===== src/rtl/gso3_pkg.sv =====
// Shared widths, types and constants for the 3x3 Gram-Schmidt orthonormalizer.
// No dependencies; every other file of the block depends on this package.
package gso3_pkg;

   localparam int ELEM_WIDTH_DEF = 16;   // default input element width
   localparam int MAG_W          = 30;   // block-scaled magnitude, top bit at 29
   localparam int C_W            = 31;   // signed block-scaled column element
   localparam int U_W            = 32;   // signed Q.30 unit vector element
   localparam int V_W            = 64;   // signed residual element
   localparam int SQ_W           = 62;   // sum of three squared magnitudes
   localparam int D_W            = 33;   // signed projection coefficient
   localparam int UNIT_FRAC      = 30;   // fraction bits of a unit element
   localparam int TOL_LOG2       = 44;   // residual below 2^44 counts as zero
   localparam int OUT_W          = 16;   // Q1.14 result element
   localparam int OUT_SHIFT      = 16;   // Q.30 to Q1.14
   localparam int OUT_MAX        = 16384;

   typedef logic [MAG_W-1:0]        mag_type;
   typedef mag_type [2:0]           mag3_type;
   typedef logic signed [C_W-1:0]   col_type;
   typedef col_type [2:0]           col3_type;
   typedef logic signed [U_W-1:0]   unit_type;
   typedef unit_type [2:0]          unit3_type;
   typedef logic signed [V_W-1:0]   vec_type;
   typedef vec_type [2:0]           vec3_type;

   // per-stage status that travels with the data
   typedef struct packed {
      logic valid;
      logic zero;
   } stat_type;

endpackage


===== src/rtl/gso3_bscale.sv =====
// Two-stage block scaler: magnitudes and signs, then a common shift that puts
// the largest magnitude in [2^29, 2^30). Depends on gso3_pkg.
module gso3_bscale #(
   parameter int VW = gso3_pkg::C_W
) (
   input  logic                 clock,
   input  logic                 reset,
   input  logic                 en,
   input  logic                 in_valid,
   input  logic [2:0][VW-1:0]   vec_in,
   output gso3_pkg::mag3_type   mag_out,
   output logic [2:0]           neg_out,
   output gso3_pkg::stat_type   stat_out
);
   import gso3_pkg::*;

   localparam int XW  = VW + MAG_W;
   localparam int TOP = MAG_W - 1;

   logic [2:0][VW-1:0] abs_in, abs_ff;
   logic [2:0]         neg1_ff, neg2_ff;
   logic               valid1_ff;
   logic [VW-1:0]      lead;
   int                 msb;
   logic [XW-1:0]      ext;
   mag3_type           mag_in, mag_ff;
   stat_type           stat_in, stat_ff;

   // stage 1: absolute values
   always_comb begin
      for (int i = 0; i < 3; i++) begin
         abs_in[i] = vec_in[i][VW-1] ? (~vec_in[i] + VW'(1)) : vec_in[i];
      end
   end

   always_ff @(posedge clock) begin
      if (reset) begin
         valid1_ff <= 1'b0;
      end else if (en) begin
         valid1_ff <= in_valid;
      end
   end

   always_ff @(posedge clock) begin
      if (en) begin
         abs_ff  <= abs_in;
         neg1_ff <= {vec_in[2][VW-1], vec_in[1][VW-1], vec_in[0][VW-1]};
      end
   end

   // stage 2: leading one of the OR of magnitudes sets the common shift
   always_comb begin
      lead = abs_ff[0] | abs_ff[1] | abs_ff[2];
      msb  = 0;
      for (int b = 0; b < VW; b++) begin
         if (lead[b]) msb = b;
      end
      for (int i = 0; i < 3; i++) begin
         ext = XW'(abs_ff[i]);
         if (msb >= TOP) begin
            ext = ext >> (msb - TOP);
         end else begin
            ext = ext << (TOP - msb);
         end
         mag_in[i] = ext[MAG_W-1:0];
      end
      stat_in.valid = valid1_ff;
      stat_in.zero  = (lead == '0);
   end

   always_ff @(posedge clock) begin
      if (reset) begin
         stat_ff <= '0;
      end else if (en) begin
         stat_ff <= stat_in;
      end
   end

   always_ff @(posedge clock) begin
      if (en) begin
         mag_ff  <= mag_in;
         neg2_ff <= neg1_ff;
      end
   end

   assign mag_out  = mag_ff;
   assign neg_out  = neg2_ff;
   assign stat_out = stat_ff;

endmodule


===== config.mk =====
export PLATFORM = sky130hd
export DESIGN_NAME = gso3_bscale
export DESIGN_NICKNAME = d
export VERILOG_FILES = /design/src/rtl/gso3_pkg.sv /design/src/rtl/gso3_bscale.sv
export SDC_FILE = /design/constraint.sdc
export NUM_CORES = 1
export LEC_CHECK = 0
export BUFFER_PORTS_ARGS = -buffer_cell sky130_fd_sc_hd__buf_4
export CAP_MARGIN = 20
export CORE_ASPECT_RATIO = 1.5
export CORE_MARGIN = 3
export CORE_UTILIZATION = 28
export CTS_CLUSTER_SIZE = 14
export DETAILED_ROUTE_END_ITERATION = 7
export HOLD_SLACK_MARGIN = 0.08
export PLACE_DENSITY = 0.54
export REMOVE_ABC_BUFFERS = 1
export SLEW_MARGIN = 20
export SYNTH_ARGS = -nofsm -noshare
export SYNTH_HDL_FRONTEND = slang
export SYNTH_SLANG_ARGS = --single-unit

===== constraint.sdc =====
create_clock -name clock -period 4.7 [get_ports clock]
set_input_delay 0.705 -clock clock [delete_from_list [all_inputs] [get_ports clock]]
set_output_delay 0.705 -clock clock [all_outputs]
set_load 0.005 [all_outputs]

Yosys cells after proc, flatten, opt, wreduce, memory -nomap -nowiden
Index checks and enable logic that the tools add are counted.

cells by class
  add/sub/neg operators = 5
  magnitude comparators = 1
  shift operators = 6
  muxes and demuxes = 36
  bitwise logic cells = 5
  reduce and logical (&&, ||, !) cells = 1

operator list
  kind                   number
  $mux 32                29
  $mux 30                6
  $shl 31x32->30         3
  $shr 31x32->30         3
  $add 31x1->31 const B  3
  $not 31->31            3
  $or 31x31->31          2
  $ge 32x6->1 const B    1
  $sub 32x6->32 const B  1
  $sub 6x32->32 const A  1
  $logic_not 31->1       1
  $mux 1                 1

storage, ports and cells
  register bits = 192
  bits of input ports = 97
  output and inout port bits = 95
  word-level logic and storage cells = 68

Depth between registers and ports, before layout
Gate-level depths: netlist of run 1.

  depth after elaboration = 35
  gate-level depth with buffers = 21
  mapped depth without buffers = 18

Worst setup path before layout of run 1
Ideal clock, no wire load.

  path kind = register -> register
  start = register abs_ff[91] (netlist bit)
  end = register mag_ff (netlist bit mag_out[78]), data pin
  setup time = 0.260 ns
  data arrival time = 4.270 ns
  data required time = 4.440 ns
  slack = 0.170 ns
  stages on the path, launching flop included = 19
  path buffers = 5
  period minus slack after synthesis = 4.530 ns
  cells stage by stage = edfxtp_1 or3_1 a211oi_1 a2111oi_0 a22oi_2 buf_2 buf_2 buf_2 ha_1 o31a_1 or3_1 clkbuf_1 nor2_1 clkbuf_1 a221o_1 o21ai_1 mux2i_1 a221oi_1 nand2_1

on the way
  longest elaborated chain between the ends = 6
  elaborated cells on any way between the ends = 9
  those cells by class = add/sub: 2; order compare: 1; shift: 2; mux: 3; bitwise: 1

ends and longest elaborated chain
  item                                              line                                  text
  from (decl)                                       gso3_bscale.sv:20                     logic [2:0][VW-1:0] abs_in, abs_ff;
  from (signal assigned)                            gso3_bscale.sv:46                     abs_ff <= abs_in;
  $or 31x31->31                                     gso3_bscale.sv:53                     lead = abs_ff[0] | abs_ff[1] | abs_ff[2];
  $mux 32 (2 in a row)                              gso3_bscale.sv:56                     if (lead[b]) msb = b;
  $sub 6x32->32 or $sub 32x6->32 (tied branches)    gso3_bscale.sv:63, gso3_bscale.sv:61
  $shl 31x32->30 or $shr 31x32->30 (tied branches)  gso3_bscale.sv:63, gso3_bscale.sv:61
  $mux 30 (*)                                       gso3_bscale.sv:60                     if (msb >= TOP) begin
  via ext[18]                                       gso3_bscale.sv:25                     logic [XW-1:0] ext;
  to (signal assigned)                              gso3_bscale.sv:81                     mag_ff <= mag_in;
  to (decl)                                         gso3_bscale.sv:26                     mag3_type mag_in, mag_ff;

The timed path passes the listed nets; every way through them passes the cells marked *.
A chain may end at the register's enable or synchronous reset.

==> summary.txt, run 1 <==
Global route
  • Initial antenna violation count: 0
  • Largest net degree at the start of global routing: 100
  • Vias in the first global route: 16255
  • Gr ovfl total: 0
  • All-Layer GR Usage: 0.278
  • First-pass GRT wire length: 121000 um

Critical path
  • Startpoint types: register
  • Crit path arrival time: 4.80 ns
  • Worst-path maximum fanout: 7
  • RR Startpoint: abs_ff[67]
  • Crit path required time: 4.96 ns
  • CP Class: register to register
  • Worst setup path start: abs_ff[67]
  • Reg2Reg Depth: 14
  • R2r setup slk: 0.16 ns
  • Reg2Reg Capture Point: mag_out[53]
  • Critical path destination: mag_out[53]
  • Worst setup EP type: register

Route
  • Routed WL: 86000 um
  • Starting DRT DRC Count: 2074
  • WL/cell: 30.7 um
  • Vias: 16683
  • TritonRoute pass-1 iters: 6
  • Vias per cell: 5.96
  • DRC: 0
  • ANT nets after route: 0

Timing
  • Max Clock Skew: 0.0138 ns
  • Maximum clock frequency: 0.220 GHz
  • Setup ws final: 0.159 ns
  • Max Slew Vio Count: 0
  • Unrepaired setup endpoints after global routing: no
  • Max-slew headroom: 0.327
  • Final period util: 0.966
  • Endpoints failing setup: 0
  • Worst-margin pin slew: 1.00 ns
  • Min Tclk post-route: 4.54 ns
  • Final-report hold violation count: 0

CTS
  • # hold bufs at CTS: 0
  • Skew-Pair Late Insertion Delay: 0.49 ns
  • Post_cts resized: 0
  • CTS clk-pin slew, worst paths: 0.07 ns
  • Root buffer selected by CTS: clkbuf_16
  • Postcts setup bufs: 0
  • Sink Count: 192
  • CTS tree: built
  • CTS buffer count: 17
  • H-tree levels: 4
  • Clk buf depth: 2

Finish
  • Post-Layout Inst Area: 20300 um^2
  • Post-Layout Cell Count: 2799
  • Fillers: 5767
  • Synthesis-to-layout area growth: 27.8%
  • Antenna fix cells: 0
  • Share of cells above drive strength 1: 0.257
  • Final net count: 2137

Synth
  • Synthesized area per cell: 9.24 um^2
  • Largest area contributor in the netlist: edfxtp_1
  • Cells after synthesis: 1721
  • Number of flops mapped to enable cells by yosys: 189
  • Yosys top cell area share: 0.357
  • YS warnings: 0
  • Synthesized flop and latch total: 192
  • Synth Cell Area: 15900 um^2
  • Asr flop ratio synth: 0
  • Synth area leaders: edfxtp_1, mux2i_1, nand2_1
  • Share of the yosys chip area belonging to registers: 0.361
  • Main synth FF type: edfxtp_1
  • Netlist cell types: 94

Power
  • Total Power: 5.64 mW
  • Combinational Power Share: 0.322
  • Peak supply drop: 0.285 mV
  • Pwr dens: 278 nW/um^2
  • Sequential power share: 0.419
  • Sw Share: 0.358
  • Cell Int Power: 3.62 mW
  • Switching Power: 2.02 mW
  • Clock power share: 0.260
  • Leakage: 7.82 nW

Floorplan
  • Die W: 201 um
  • I/O pins: 192
  • Total die area: 59700 um^2
  • Area of the core: 56000 um^2
  • Starting Density: 0.284
  • Die height: 298 um
  • Site Rows: 106

Hold path
  • Min-delay worst type: input port to register
  • HP Start: reset

Placement
  • Worst slack, placed: 0.117 ns
  • GPL Wtd Cong: 1.05
  • Placed cells: 2767
  • Placed Area: 19700 um^2
  • DP HPWL: 68500 um
  • I/O Buffers: 191

Run
  • Max-cap viol count: 0

Status
  • Status: complete, no violations
[layout make-up]
type                            count  area, um^2  area share
Inverter                           17        66.3     0.00326
Clock inverter                     15         155     0.00764
Clock buffer                       17         425      0.0209
Timing Repair Buffer              419        3440       0.169
Sequential cell                   192        5740       0.282
Multi-Input combinational cell   1383        9550       0.470
Tap cell                          756         946      0.0466
[critical path, stage by stage, from the launching register on]
cell and delay (ns):
edfxtp_1 0.59, or3_1 0.48, a211oi_2 0.21, o211ai_1 0.20
a2111oi_4 0.43, nor2_4 0.12, ha_1 0.23, a21o_1 0.22
a21oi_1 0.34, and2_1 0.31, and2_2 0.28, nand2_1 0.24
nor2_1 0.20, o32ai_1 0.10, a21oi_1 0.34
[Yosys cell counts, types with 11 or more instances]
master and instances:
a21oi_1 75, a31oi_1 25, xnor2_1 82, a211oi_1 11
buf_2 40, o22a_1 16, or4_1 16, mux4_2 18
a22oi_1 20, a32oi_1 12, nor3_1 70, nand4_1 11
o31ai_1 26, edfxtp_1 189, o41ai_1 14, nor2_1 110
inv_1 14, o22ai_1 42, o211ai_1 25, clkbuf_1 65
nand2_1 225, buf_1 16, or3_1 27, mux2i_1 181
o21ai_0 94, o221ai_1 26, mux2_2 19, nand3_1 33
[power by group through the flow]
stage               clock [mW]  combinational [mW]  sequential [mW]
finish                    1.46                1.81             2.36
global route              1.58                1.91             2.37
CTS                       1.51                1.77             2.36
detailed placement           0                1.77             2.40
global placement             0                1.79             2.39
floorplan                    0               0.824             2.29
[placed cells by master, fill, tap and decap left out, drive strengths merged, types with 10 or more instances in the layout]
cell type | Yosys | routed
nand4 | 11 | 11
edfxtp | 189 | 189
o21bai | 11 | 11
buf | 64 | 418
or2 | 10 | 10
a21o | 10 | 10
or4 | 16 | 16
o211ai | 25 | 25
o221ai | 26 | 26
a2bb2oi | 10 | 10
mux4 | 18 | 18
o22a | 16 | 16
o31ai | 26 | 26
a21oi | 75 | 75
nor3 | 72 | 72
or3 | 27 | 27
nand2 | 225 | 225
nor2 | 112 | 112
a32oi | 12 | 12
xnor2 | 83 | 83
clkbuf | 65 | 18
o21ai | 100 | 100
nand2b | 10 | 10
nand3 | 33 | 33
mux2i | 181 | 181
o41ai | 14 | 14
mux2 | 19 | 19
inv | 16 | 21
ha | 10 | 10
a31oi | 26 | 26
and3 | 10 | 10
o22ai | 42 | 42
a211oi | 13 | 13
a22oi | 21 | 21
[per-stage QoR]
step	setup TNS [ns]	utilization	hold slack [ns]
after CTS	0	0.363	0.354
after floorplan	-262.92	-	0.400
final	0	0.363	0.386
after detailed placement	0	0.352	0.406
after global placement	0	0.352	0.403
after global routing	0	0.363	0.369
[how the worst min path moves through the flow]
stage	endpoint	slack [ns]	depth (start not counted)
after floorplan	neg_out[0]	0.40	0
after global placement	neg_out[2]	0.40	0
after detailed placement	neg_out[1]	0.41	0
after CTS	stat_out[0]	0.35	2
after global routing	stat_out[0]	0.37	2
final	stat_out[0]	0.39	2
[flip-flops by register name, summed over array words and instances, names as in the netlist]
register	cells
mag_out	90
valid1_ff	1
neg_out	3
abs_ff	93
stat_out	2
neg1_ff	3
[logic make-up after synthesis]
logic type	share of synthesized area
AND/OR/NAND/NOR	0.161
XOR/XNOR	0.0484
flip-flops	0.361
adder cells (fa/ha/maj)	0.00787
buffers and inverters	0.0409
multiplexers	0.153
AO/OA/AOI/OAI	0.228
[per-layer routing]
metal  vias to the layer above  track usage  wire length (um)
li1                       7304            -                 -
met1                      8172        0.339             33500
met2                      1000        0.456             40400
met3                       207       0.0485              6280
met4                         0        0.170              5850
met5                         -            0                 0
Note: power is estimated with default switching activity, not from simulation.
==> run 2: changes to the inputs <==
--- a/config.mk
+++ b/config.mk
@@ -9,11 +9,11 @@
 export CAP_MARGIN = 20
 export CORE_ASPECT_RATIO = 1.5
 export CORE_MARGIN = 3
-export CORE_UTILIZATION = 28
+export CORE_UTILIZATION = 45
 export CTS_CLUSTER_SIZE = 14
 export DETAILED_ROUTE_END_ITERATION = 7
 export HOLD_SLACK_MARGIN = 0.08
-export PLACE_DENSITY = 0.54
+export PLACE_DENSITY = 0.75
 export REMOVE_ABC_BUFFERS = 1
 export SLEW_MARGIN = 20
 export SYNTH_ARGS = -nofsm -noshare
==> summary.txt, run 2 (synthesized netlist as in run 1, its figures left out) <==
Global route
  • Initial antenna violation count: 1 (+1)
  • Gr busiest metal: met2
  • M3 GR Usage: 0.0912 (+0.0427)
  • GR Util met2: 0.609 (+0.153)
  • First-pass GRT wire length: 112000 um (-7.3%)
  • M1 GR Usage: 0.519 (+0.180)
  • Largest net degree at the start of global routing: 98 (-2.0%)
  • Gr ovfl total: 0 (unchanged)
  • All-Layer GR Usage: 0.403 (+0.126)
  • Vias in the first global route: 16156 (-0.61%)

Timing
  • Maximum clock frequency: 0.220 GHz (-0.30%)
  • Endpoints failing setup: 0 (unchanged)
  • Final-report hold violation count: 0 (unchanged)
  • Max-slew headroom: 0.405 (+0.0786)
  • Setup ws final: 0.145 ns (-0.0138 ns)
  • Max Slew Vio Count: 0 (unchanged)
  • Max Clock Skew: 0.0175 ns (+0.00364 ns)
  • Worst-margin pin slew: 0.889 ns (-0.116 ns)
  • Unrepaired setup endpoints after global routing: no
  • Min Tclk post-route: 4.55 ns (+0.0138 ns)
  • Final period util: 0.969 (+0.00293)

Finish
  • Largest Register: abs_ff
  • Largest register FFs: 93 (unchanged)
  • Fillers: 3076 (-47%)
  • Post-Layout Cell Count: 2450 (-12%)
  • Antenna fix cells: 0 (unchanged)
  • Commonest non-fill, non-tap cell in the layout: buf_4
  • Share of cells above drive strength 1: 0.234 (-0.0235)
  • Area occupied by multi-input gates: 9550 um^2 (about the same)
  • Synthesis-to-layout area growth: 22.6%
  • Most frequent cells in the layout: buf_4, nand2_1, edfxtp_1, mux2i_1, nor2_1
  • Final net count: 2077 (-2.8%)
  • Post-Layout Inst Area: 19500 um^2 (-4.1%)
  • Storage cell area: 5740 um^2 (unchanged)

Critical path
  • Crit path required time: 5.01 ns (+0.05 ns)
  • CP Cell Sequence: or3_1 > a211oi_2 > o211ai_1 > a2111oi_4 > nor2_4 > inv_4 > ha_1 > nor2_1 > ha_1 > a21oi_1 > buf_4 > and2_1 > and2_1 > nand2_1 > nor2_1 > buf_4 > a32oi_1 > o211ai_1
  • Crit path arrival time: 4.86 ns (+0.06 ns)
  • CP Class: register to register
  • Worst-path maximum fanout: 9 (+2)
  • Worst setup EP type: register
  • Startpoint types: register
  • Slowest Stage Delay on Critical Path: 0.58 ns (about the same)
  • RR Startpoint: abs_ff[3]
  • Worst setup path start: abs_ff[3]
  • Critical path's slowest cell: edfxtp_1

Route
  • WL/cell: 32.1 um (+4.4%)
  • Starting DRT DRC Count: 2589 (+25%)
  • TritonRoute pass-1 iters: 8 (+2)
  • ANT nets after route: 0 (unchanged)
  • Routed WL: 78600 um (-8.6%)
  • Vias: 16926 (+1.5%)
  • DRC: 2 (+2)
  • Vias per cell: 6.91 (+16%)

Floorplan
  • I/O pins: 192 (unchanged)
  • Area of the core: 34600 um^2 (-38%)
  • Total die area: 37700 um^2 (-37%)
  • Site Rows: 83 (-22%)
  • Starting Density: 0.460 (+0.176)
  • Die height: 236 um (-21%)
  • Die W: 159 um (-20%)

CTS
  • Skew-Pair Late Insertion Delay: 0.48 ns (about the same)
  • Postcts setup bufs: 0 (unchanged)
  • CTS clk-pin slew, worst paths: 0.09 ns (+0.02 ns)
  • CTS buffer count: 17 (unchanged)
  • CTS tree: built
  • H-tree levels: 4 (unchanged)
  • Sink Count: 192 (unchanged)
  • Root buffer selected by CTS: clkbuf_16
  • Clk buf depth: 2 (unchanged)

Power
  • Peak supply drop: 0.260 mV (-8.7%)
  • Pwr dens: 293 nW/um^2 (+5.5%)
  • Total Power: 5.71 mW (+1.2%)
  • Leakage: 7.58 nW (-3.1%)

Hold path
  • Min-delay worst type: input port to register
  • HP Start: reset

Placement
  • DP HPWL: 59900 um (-12%)
  • GPL Wtd Cong: 1.12 (+6.9%)
  • Worst slack, placed: 0.181 ns (+0.0644 ns)
  • Placed cells: 2418 (-13%)
  • Placed Area: 18800 um^2 (-4.6%)
  • I/O Buffers: 191 (unchanged)

Run
  • Max-cap viol count: 0 (unchanged)

Status
  • Failing checks: design-rule violations
  • Status: complete, but fails checks
==> run 2: changes by cell type in the layout (fill, tap and decap cells not counted), moves of 2 or more <==
cell and delta:
inv_6 +3, clkinv_8 +2, buf_12 -7, buf_4 -53
clkinv_4 -3, bufinv_16 +2, clkinvlp_4 -6
==> run 2: worst paths after layout <==
path,endpoint,slack (ns),depth (start not counted)
setup reg to reg,mag_out[76],0.15,18
hold reg to reg,neg_out[1],0.43,0
hold / removal,stat_out[0],0.39,2
setup / recovery,mag_out[76],0.15,18
==> run 2: repair_timing <==
item	in CTS	in global routing
hold endpoints to repair	0	0
hold buffers	0	0
endpoints found under the setup margin	0	7
gates resized for setup	0	4
==> run 2: per-stage QoR <==
step / setup TNS, ns / util / hold WS (ns)
after floorplan: -262.92 / - / 0.400
after global placement: 0 / 0.544 / 0.403
after detailed placement: 0 / 0.544 / 0.411
after global routing: 0 / 0.563 / 0.397
after CTS: 0 / 0.563 / 0.375
final: 0 / 0.563 / 0.387
==> run 2: final cells by class <==
type,instances,area share
clock buffers,17,0.0218
inverters,17,0.00340
repair buffers,359,0.149
clock inverters,15,0.0112
multi-input cells,1383,0.490
flip-flops and latches,192,0.294
well taps,467,0.0300
==> run 2: layer usage <==
layer / routed length (um) / vias up
li1: - / 7178
met3: 8610 / 301
met5: 12 / -
met2: 34300 / 1356
met1: 29600 / 8089
met4: 6140 / 2
==> run 2: worst max-delay path: cells and delay by family (launching register included) <==
| kind | cells | cell delay [ns] |
|---|---|---|
| AND/OR/NAND/NOR | 7 | 1.71 |
| AO/OA/AOI/OAI | 6 | 1.28 |
| flip-flops | 1 | 0.58 |
| buffers and inverters | 3 | 0.45 |
| adder cells (fa/ha/maj) | 2 | 0.38 |
==> run 2: power breakdown <==
part / internal, mW / switching, mW
registers: 2.13 / 0.226
clock network: 0.869 / 0.776
logic: 0.684 / 1.02
==> run 3: changes to the inputs <==
--- a/config.mk
+++ b/config.mk
@@ -9,11 +9,11 @@
 export CAP_MARGIN = 20
 export CORE_ASPECT_RATIO = 1.5
 export CORE_MARGIN = 3
-export CORE_UTILIZATION = 45
+export CORE_UTILIZATION = 50
 export CTS_CLUSTER_SIZE = 14
 export DETAILED_ROUTE_END_ITERATION = 7
 export HOLD_SLACK_MARGIN = 0.08
-export PLACE_DENSITY = 0.75
+export PLACE_DENSITY = 0.81
 export REMOVE_ABC_BUFFERS = 1
 export SLEW_MARGIN = 20
 export SYNTH_ARGS = -nofsm -noshare
==> constraint.sdc (replaced) <==
create_clock -name clock -period 4.7 [get_ports clock]
set_input_delay 0.235 -clock clock [delete_from_list [all_inputs] [get_ports clock]]
set_output_delay 0.235 -clock clock [all_outputs]
set_load 0.005 [all_outputs]
==> summary.txt, run 3 (synthesized netlist as in run 1, its figures left out) <==
Critical path
  • Startpoint types: register
  • Critical path destination: mag_out[85]
  • Most Frequent Cell on Critical Path: o21ai_0
  • R2r setup slk: 0.13 ns (-0.02 ns)
  • CP Cell Sequence: nor3_1 > nand4_1 > a2111oi_0 > a22oi_2 > inv_2 > nor2_1 > ha_1 > nor3_2 > nand2_1 > buf_4 > o32ai_1 > o21ai_0 > o21ai_0 > a211o_1
  • Reg2Reg Depth: 14 (-4)
  • RR Startpoint: abs_ff[15]
  • Worst setup path start: abs_ff[15]
  • Worst setup EP type: register
  • Crit path arrival time: 4.91 ns (+0.05 ns)
  • Worst-path maximum fanout: 11 (+2)
  • Reg2Reg Capture Point: mag_out[85]
  • Crit path required time: 5.04 ns (+0.03 ns)
  • Slowest Stage Delay on Critical Path: 0.66 ns (+0.08 ns)
  • Critical path's slowest cell: o32ai_1
  • CP Class: register to register

Timing
  • Worst-margin pin slew: 1.02 ns (+0.129 ns)
  • Setup ws final: 0.128 ns (-0.0177 ns)
  • Max-slew headroom: 0.314 (-0.0911)
  • Endpoints failing setup: 0 (unchanged)
  • Final period util: 0.973 (+0.00378)
  • Max Slew Vio Count: 0 (unchanged)
  • Final-report hold violation count: 0 (unchanged)
  • Max Clock Skew: 0.00939 ns (-0.00807 ns)
  • Unrepaired setup endpoints after global routing: no
  • Maximum clock frequency: 0.219 GHz (-0.39%)
  • Min Tclk post-route: 4.57 ns (+0.0177 ns)

Finish
  • Post-Layout Cell Count: 2411 (-1.6%)
  • Largest register FFs: 93 (unchanged)
  • Most frequent cells in the layout: buf_4, nand2_1, edfxtp_1, mux2i_1, nor2_1
  • Fillers: 2638 (-14%)
  • Largest Register: abs_ff
  • Commonest non-fill, non-tap cell in the layout: buf_4
  • Share of cells above drive strength 1: 0.221 (-0.0130)
  • Final net count: 2099 (+1.1%)
  • Synthesis-to-layout area growth: 22.9%
  • Util after Layout: 0.625 (+0.0620)

CTS
  • Root buffer selected by CTS: clkbuf_16
  • H-tree levels: 4 (unchanged)
  • CTS buffer count: 17 (unchanged)
  • CTS clk-pin slew, worst paths: 0.08 ns (about the same)
  • CTS tree: built
  • Post_cts resized: 0 (unchanged)
  • Skew-Pair Late Insertion Delay: 0.47 ns (about the same)
  • Clk buf depth: 2 (unchanged)
  • Sink Count: 192 (unchanged)

Floorplan
  • Die W: 152 um (-4.9%)
  • Die height: 224 um (-5.0%)
  • Starting Density: 0.509 (+0.0493)
  • Site Rows: 79 (-4.8%)
  • Total die area: 34000 um^2 (-9.7%)
  • I/O pins: 192 (unchanged)
  • Area of the core: 31200 um^2 (-9.7%)

Placement
  • GPL Wtd Cong: 1.11 (-1.1%)
  • Worst slack, placed: 0.353 ns (+0.172 ns)
  • I/O Buffers: 191 (unchanged)
  • DP HPWL: 56700 um (-5.3%)
  • Placed cells: 2337 (-3.3%)

Route
  • Vias: 17305 (+2.2%)
  • ANT nets after route: 0 (unchanged)
  • Routed WL: 77100 um (-1.9%)
  • TritonRoute pass-1 iters: 7 (-1)
  • DRC: 0 (-2)
  • Vias per cell: 7.18 (+3.9%)
  • Starting DRT DRC Count: 2504 (-3.3%)
  • WL/cell: 32.0 um (-0.32%)

Global route
  • All-Layer GR Usage: 0.446 (+0.0430)
  • First-pass GRT wire length: 111000 um (-0.81%)
  • Initial antenna violation count: 3 (+2)
  • Vias in the first global route: 16632 (+2.9%)
  • Gr ovfl total: 0 (unchanged)
  • Largest net degree at the start of global routing: 112 (+14%)

Status
  • Status: complete, no violations

Power
  • Leakage: 7.59 nW (+0.16%)
  • Pwr dens: 281 nW/um^2 (-4.0%)
  • Peak supply drop: 0.229 mV (-12%)

Hold path
  • Min-delay worst type: input port to register

Run
  • Max-cap viol count: 0 (unchanged)
==> run 3: worst min-delay path by stage <==
stage	from	end	slack, ns	depth (start not counted)
2_1_floorplan	reset	stat_out[0]	0.30	1
5_1_grt	vec_in[35]	abs_ff[35]	0.08	2
3_3_place_gp	neg1_ff[2]	neg_out[2]	0.40	0
6_report	vec_in[28]	abs_ff[28]	0.09	2
4_1_cts	vec_in[2]	abs_ff[2]	0.08	2
3_5_place_dp	neg1_ff[1]	neg_out[1]	0.41	0
==> run 3: through the flow <==
stage	setup TNS [ns]	power (mW)	hold WS [ns]	cell area, um^2
2_1_floorplan	-262.92	3.11	0.304	15300
3_3_place_gp	0	3.97	0.401	18600
3_5_place_dp	0	3.98	0.411	18600
4_1_cts	0	5.40	0.0806	19500
5_1_grt	0	5.65	0.0822	19500
6_report	0	5.49	0.0909	19500
==> run 3: repair_timing <==
item,in CTS,in global routing
hold buffers,41,0
buffers inserted,0,0
endpoints found under the hold margin,43,0
==> run 3: metal layers <==
metal / wire (um) / share of wire / up-vias / GRT usage
li1: - / - / 7236 / -
met5: 26 / 0.00034 / - / 0
met4: 6230 / 0.081 / 4 / 0.280
met1: 28400 / 0.37 / 8253 / 0.569
met2: 33700 / 0.44 / 1471 / 0.662
met3: 8780 / 0.11 / 341 / 0.128
==> run 3: final cells by class <==
cell class	instances	area, um^2	share of cell area
inverters	17	66.3	0.00339
multi-input cells	1383	9530	0.488
clock buffers	17	425	0.0218
diodes	1	2.50	0.000128
flip-flops and latches	192	5740	0.294
well taps	405	507	0.0259
clock inverters	15	121	0.00621
repair buffers	381	3140	0.161
==> run 3: report_power, final <==
group	switching, mW	internal (mW)	total, mW
Clock	0.732	0.694	1.43
Sequential	0.214	2.13	2.34
Combinational	1.01	0.710	1.72
Total	1.96	3.53	5.49
==> run 3: critical path, delay by kind of cell (launching register included) <==
kind / cells / cell delay (ns)
buf+inv: 2 / 0.41
flops: 1 / 0.52
compound gates: 6 / 2.05
fa+ha+maj: 1 / 0.20
simple gates: 5 / 1.26
